--- src/sv/keyframe_joint_interpolator_assert.svh ---
// Assertion macros shared by the keyframe interpolator modules.
`ifndef KEYFRAME_JOINT_INTERPOLATOR_ASSERT_SVH
`define KEYFRAME_JOINT_INTERPOLATOR_ASSERT_SVH

// Checked on every clock edge outside reset.
`define KJI_ASSERT(label, prop, msg) \
  label: assert property (@(posedge clk_i) disable iff (!rst_ni) prop) else $error(msg);

// Checked on every clock edge, reset included.
`define KJI_ASSERT_ALWAYS(label, prop, msg) \
  label: assert property (@(posedge clk_i) prop) else $error(msg);

`endif

--- src/sv/kji_pkg.sv ---
// Package with the types, sizes and command codes of the keyframe interpolator.
package kji_pkg;

  localparam int NUM_JOINTS  = 32;
  localparam int MAX_POSES   = 32;
  localparam int NUM_MOTIONS = 8;

  localparam int JOINT_W  = $clog2(NUM_JOINTS);
  localparam int POSE_W   = $clog2(MAX_POSES);
  localparam int MOTION_W = $clog2(NUM_MOTIONS);
  localparam int ANGLE_AW = MOTION_W + POSE_W + JOINT_W;
  localparam int IVAL_AW  = MOTION_W + POSE_W;

  typedef enum logic [2:0] {
    CMD_TICK      = 3'd0,
    CMD_START     = 3'd1,
    CMD_STOP      = 3'd2,
    CMD_PAUSE     = 3'd3,
    CMD_LOAD_ANG  = 3'd4,
    CMD_LOAD_IVAL = 3'd5,
    CMD_LOAD_CNT  = 3'd6,
    CMD_SET_CUR   = 3'd7
  } kji_cmd_e;

  // Commands from the controller to the datapath.
  typedef struct packed {
    logic accept;
    logic load_param;
    logic load_diff;
    logic load_mul;
    logic load_div;
    logic div_step;
    logic emit;
    logic next_joint;
    logic finish;
  } kji_ctl_t;

  // Status from the datapath to the controller.
  typedef struct packed {
    logic tick_go;
    logic div_last;
    logic out_free;
    logic last_joint;
  } kji_sts_t;

endpackage

--- src/sv/kji_ctrl.sv ---
// Controller state machine that sequences commands and per-joint interpolation.
`include "keyframe_joint_interpolator_assert.svh"
module kji_ctrl
  import kji_pkg::*;
(
  input  logic     clk_i,
  input  logic     rst_ni,
  input  logic     s_valid_i,
  output logic     s_ready_o,
  input  kji_sts_t sts_i,
  output kji_ctl_t ctl_o
);

  typedef enum logic [7:0] {
    S_IDLE  = 8'b0000_0001,
    S_PARAM = 8'b0000_0010,
    S_READ  = 8'b0000_0100,
    S_DIFF  = 8'b0000_1000,
    S_MUL   = 8'b0001_0000,
    S_SIGN  = 8'b0010_0000,
    S_DIV   = 8'b0100_0000,
    S_OUT   = 8'b1000_0000
  } state_e;

  state_e state_q, state_d;

  always_ff @(posedge clk_i or negedge rst_ni) begin
    if (!rst_ni) begin
      state_q <= S_IDLE;
    end else begin
      state_q <= state_d;
    end
  end

  assign s_ready_o = (state_q == S_IDLE);

  always_comb begin
    state_d = state_q;
    ctl_o   = '0;
    case (state_q)
      S_IDLE: begin
        ctl_o.accept = s_valid_i;
        if (s_valid_i && sts_i.tick_go) begin
          state_d = S_PARAM;
        end
      end
      S_PARAM: begin
        ctl_o.load_param = 1'b1;
        state_d          = S_READ;
      end
      S_READ: begin
        // The pose store output is registered and answers in the cycle after the joint index settles.
        state_d = S_DIFF;
      end
      S_DIFF: begin
        ctl_o.load_diff = 1'b1;
        state_d         = S_MUL;
      end
      S_MUL: begin
        ctl_o.load_mul = 1'b1;
        state_d        = S_SIGN;
      end
      S_SIGN: begin
        ctl_o.load_div = 1'b1;
        state_d        = S_DIV;
      end
      S_DIV: begin
        ctl_o.div_step = 1'b1;
        if (sts_i.div_last) begin
          state_d = S_OUT;
        end
      end
      S_OUT: begin
        if (sts_i.out_free) begin
          ctl_o.emit = 1'b1;
          if (sts_i.last_joint) begin
            ctl_o.finish = 1'b1;
            state_d      = S_IDLE;
          end else begin
            ctl_o.next_joint = 1'b1;
            state_d          = S_READ;
          end
        end
      end
      default: begin
        state_d = S_IDLE;
      end
    endcase
  end

  `KJI_ASSERT(a_div_to_out, (state_q == S_DIV && sts_i.div_last) |=> (state_q == S_OUT), "division did not end in the output state")
  `KJI_ASSERT(a_last_frees_input, (ctl_o.emit && sts_i.last_joint) |=> s_ready_o, "input not ready after the last word of a tick")
  `KJI_ASSERT(a_cmd_one_cycle, (ctl_o.accept && !sts_i.tick_go) |=> s_ready_o, "a command without output held the input")

endmodule

--- config.mk ---
export PLATFORM = sky130hd
export DESIGN_NAME = kji_ctrl
export DESIGN_NICKNAME = d
export VERILOG_FILES = /design/src/sv/kji_pkg.sv /design/src/sv/kji_ctrl.sv
export VERILOG_INCLUDE_DIRS = /design/src /design/src/sv
export SDC_FILE = /design/constraint.sdc
export NUM_CORES = 1
export LEC_CHECK = 0
export BUFFER_PORTS_ARGS = -buffer_cell sky130_fd_sc_hd__buf_2
export CAP_MARGIN = 0
export CORE_MARGIN = 10
export CORE_UTILIZATION = 32
export CTS_BUF_LIST = sky130_fd_sc_hd__clkbuf_8
export CTS_CLUSTER_SIZE = 24
export DETAILED_ROUTE_END_ITERATION = 16
export GPL_TIMING_DRIVEN = 0
export PLACE_DENSITY = 0.53
export SKIP_LAST_GASP = 1
export SLEW_MARGIN = 40
export SYNTH_ARGS = -nofsm -noshare
export SYNTH_HDL_FRONTEND = slang
export SYNTH_SLANG_ARGS = --single-unit
--- constraint.sdc ---
create_clock -name clk_i -period 4.9 [get_ports clk_i]
set_input_delay 0.49 -clock clk_i [delete_from_list [all_inputs] [get_ports clk_i]]
set_output_delay 0.49 -clock clk_i [all_outputs]
set_load 0.05 [all_outputs]
==> impl_metrics.py <==
metrics = {
    "outcome": {
        "status": "finished clean",
    },
    "global_route": {
        "grt_remaining_overflow": 0,
        "grt_pass1_vias": 472,
        "grt_antenna_before_repair": 0,
        "grt_pass1_wl_mm": 2.01,
        "grt_max_degree": 9,
        "grt_usage_pct": 7.58,
    },
    "synthesis": {
        "syn_avg_cell_area_sq_um": 9.99,
        "ys_ff_latch": 8,
        "synth_top_cells_by_count": "8 x nor2_1, 7 x dfrtp_1, 5 x nor4_1",
        "yosysMostFrequentCell": "nor2_1",
        "yosysUniqueCellTypes": 25,
        "synth_edf_count": 0,
        "syn_inst": 52,
        "synth_area_sq_um": 519,
        "ys_warn_count": 0,
        "synth_flop_cell": "dfrtp_1",
        "seq_area_frac_synth_pct": 38.8,
        "yosys-top-cells-area": "dfrtp_1 34%, or4_4 6.5%, nor4_1 6.0%",
        "yosysTopAreaCell": "dfrtp_1",
        "ys_async_sr_fraction_pct": 100,
        "synth_fp_nets": 59,
        "synth_top_area_share_pct": 33.7,
    },
    "sta": {
        "maxSlewViolCount": 0,
        "final.min_clock_period_ps": 2840,
        "fmax_mhz": 353,
        "final.setup.tns_ps": 0,
        "fin_crit_sh_pct": 57.9,
        "setup_violations": 0,
        "rsz0062_at_grt": "false",
        "tightest_slew_ps": 644,
        "hold_viol_final": 0,
        "max_slew_margin_pct": 56.7,
        "finalClockSkew_ps": 3.18,
    },
    "cts": {
        "clock_sinks": 8,
        "clkTransAtPathRegs_ps": 40,
        "cts.path.max_buffers": 2,
        "cts.htree.levels": 1,
        "worstSkewPairLatency_ps": 230,
        "postCtsSetupRepairBufs": 0,
        "root_buffer": "clkbuf_8",
        "cts_made_buffers": 3,
        "cts_hold_buf": 0,
        "cts_tree": "yes",
        "cts_resized": 0,
    },
    "setup_path": {
        "critPathMaxFanout": 8,
        "cp_slowest_cell": "nor4_1",
        "worst_ep_arrival_time_ps": 2350,
        "cp-start-kind": "flop",
        "critPathKind": "flop to primary output",
        "path_delay_family": "simple AND/OR/NAND/NOR gates",
        "required_ps": 4410,
        "end_kind": "primary output",
        "critPathMaxStageDelay_ps": 570,
        "crit_buf_inv": 1,
        "crit_chain": "or4_4, nor4_1, nand2_1, nor2_1, buf_2",
    },
    "placement": {
        "post-dp-hpwl_mm": 1.03,
        "gp_congestion": 0.725,
        "port-buffer-count": 16,
        "dp_cells": 84,
    },
    "pwr": {
        "leakagePower_nw": 0.334,
        "powerDensity_nw_per_um2": 501,
        "vdd_ir_drop_max_mv": 0.282,
    },
    "detailed_routing": {
        "first_iter_violations": 2,
        "drc_errors": 0,
        "first_pass_iters": 2,
        "wirelength_mm": 1.29,
        "viasPerCell": 5.39,
        "ant_nets": 0,
        "dr_total_vias": 474,
        "wire_per_inst_um": 14.6,
    },
    "floorplanning": {
        "start_util_pct": 34.1,
        "row_count": 14,
        "ios": 17,
        "die_area_sq_um": 3630,
        "die_w_um": 60.3,
        "die_h_um": 60.3,
        "coreArea_sq_um": 1520,
    },
    "finish": {
        "antenna_cells": 0,
        "drive_gt1_share_pct": 41.7,
        "largest-register": "state_q",
        "layout.nets": 80,
        "area_growth_pct": 28.0,
        "stdcell_count": 88,
        "largestRegisters": "state_q (8)",
        "largest_reg_flops": 8,
    },
    "hold_path": {
        "hold_path_class": "input port to asynchronous set/reset pin",
    },
    "job": {
        "maxCapViolations": 0,
    },
}
## layer usage
metal / track usage (%) / vias to the layer above / wire length [um]
met5: 0 / - / 0
met4: 7.69 / 0 / 50
met3: 3.18 / 5 / 114
met2: 9.26 / 20 / 458
met1: 9.21 / 207 / 663
li1: - / 242 / -
## final timing paths
kind / startpoint / endpoint / slack, ps / cells past startpoint
setup / recovery: state_q[5]$_DFFE_PN0P_ / ctl_o[1] / 2060 / 5
hold / removal: rst_ni / state_q[6]$_DFFE_PN0P_ / 90 / 1
setup reg to reg: state_q[5]$_DFFE_PN0P_ / state_q[0]$_DFFE_PN1P_ / 2890 / 5
hold reg to reg: state_q[5]$_DFFE_PN0P_ / state_q[5]$_DFFE_PN0P_ / 600 / 1
max in group asynchronous: rst_ni / state_q[0]$_DFFE_PN1P_ / 4570 / 1
min in group clk_i: sts_i[2] / state_q[6]$_DFFE_PN0P_ / 530 / 2
## cell usage in the layout, fill, tap and decap left out, types with 2 or more instances in the layout
cell type,instances
and4b_1,3
buf_2,16
clkbuf_8,3
dfrtp_1,7
inv_1,4
nand2_1,2
nor2_1,8
nor3b_1,3
nor4_1,5
or4_4,3
or4b_2,2
## cells by family after synthesis
family                    synth area share, %
AOI/OAI and AO/OA                        15.4
xor gates and xnor gates                 1.69
buffers and inverters                    2.17
DFF                                      38.8
and+or+nand+nor                          41.9
## worst register-to-register path, stage by stage, from the launching register on
cell,delay [ps]
dfrtp_1,460
or4_4,530
or4_4,530
o2bb2ai_4,180
a21oi_2,40
a32oi_1,190
## where the power goes
part,internal [mW],leakage (nW),switching [mW]
clock network,0.0543,0.0269,0.0269
logic,0.0623,0.200,0.0936
registers,0.0803,0.107,0.0154
total,0.197,0.334,0.136
## stage by stage
| step | hold WS (ps) | setup slack (ps) | utilization [%] | cell area [sq um] | power [mW] |
|---|---|---|---|---|---|
| global placement | 344 | 2320 | 40.6 | 619 | 0.254 |
| floorplan | 194 | 1830 | - | 519 | 0.221 |
| CTS | 97.9 | 2050 | 43.6 | 664 | 0.337 |
| global route | 104 | 1870 | 43.6 | 664 | 0.355 |
| detailed placement | 346 | 2310 | 40.6 | 619 | 0.253 |
| finish | 93.9 | 2060 | 43.6 | 664 | 0.333 |
## layout make-up
type | instances | area, sq um
Multi-Input combinational cell | 41 | 307
Timing Repair Buffer | 16 | 80.1
Fill cell | 146 | 860
Inverter | 3 | 11.3
Clock buffer | 3 | 41.3
Clock inverter | 1 | 3.75
Tap cell | 16 | 20.0
Sequential cell | 8 | 201
No activity file was read; power rests on OpenSTA's default activity.
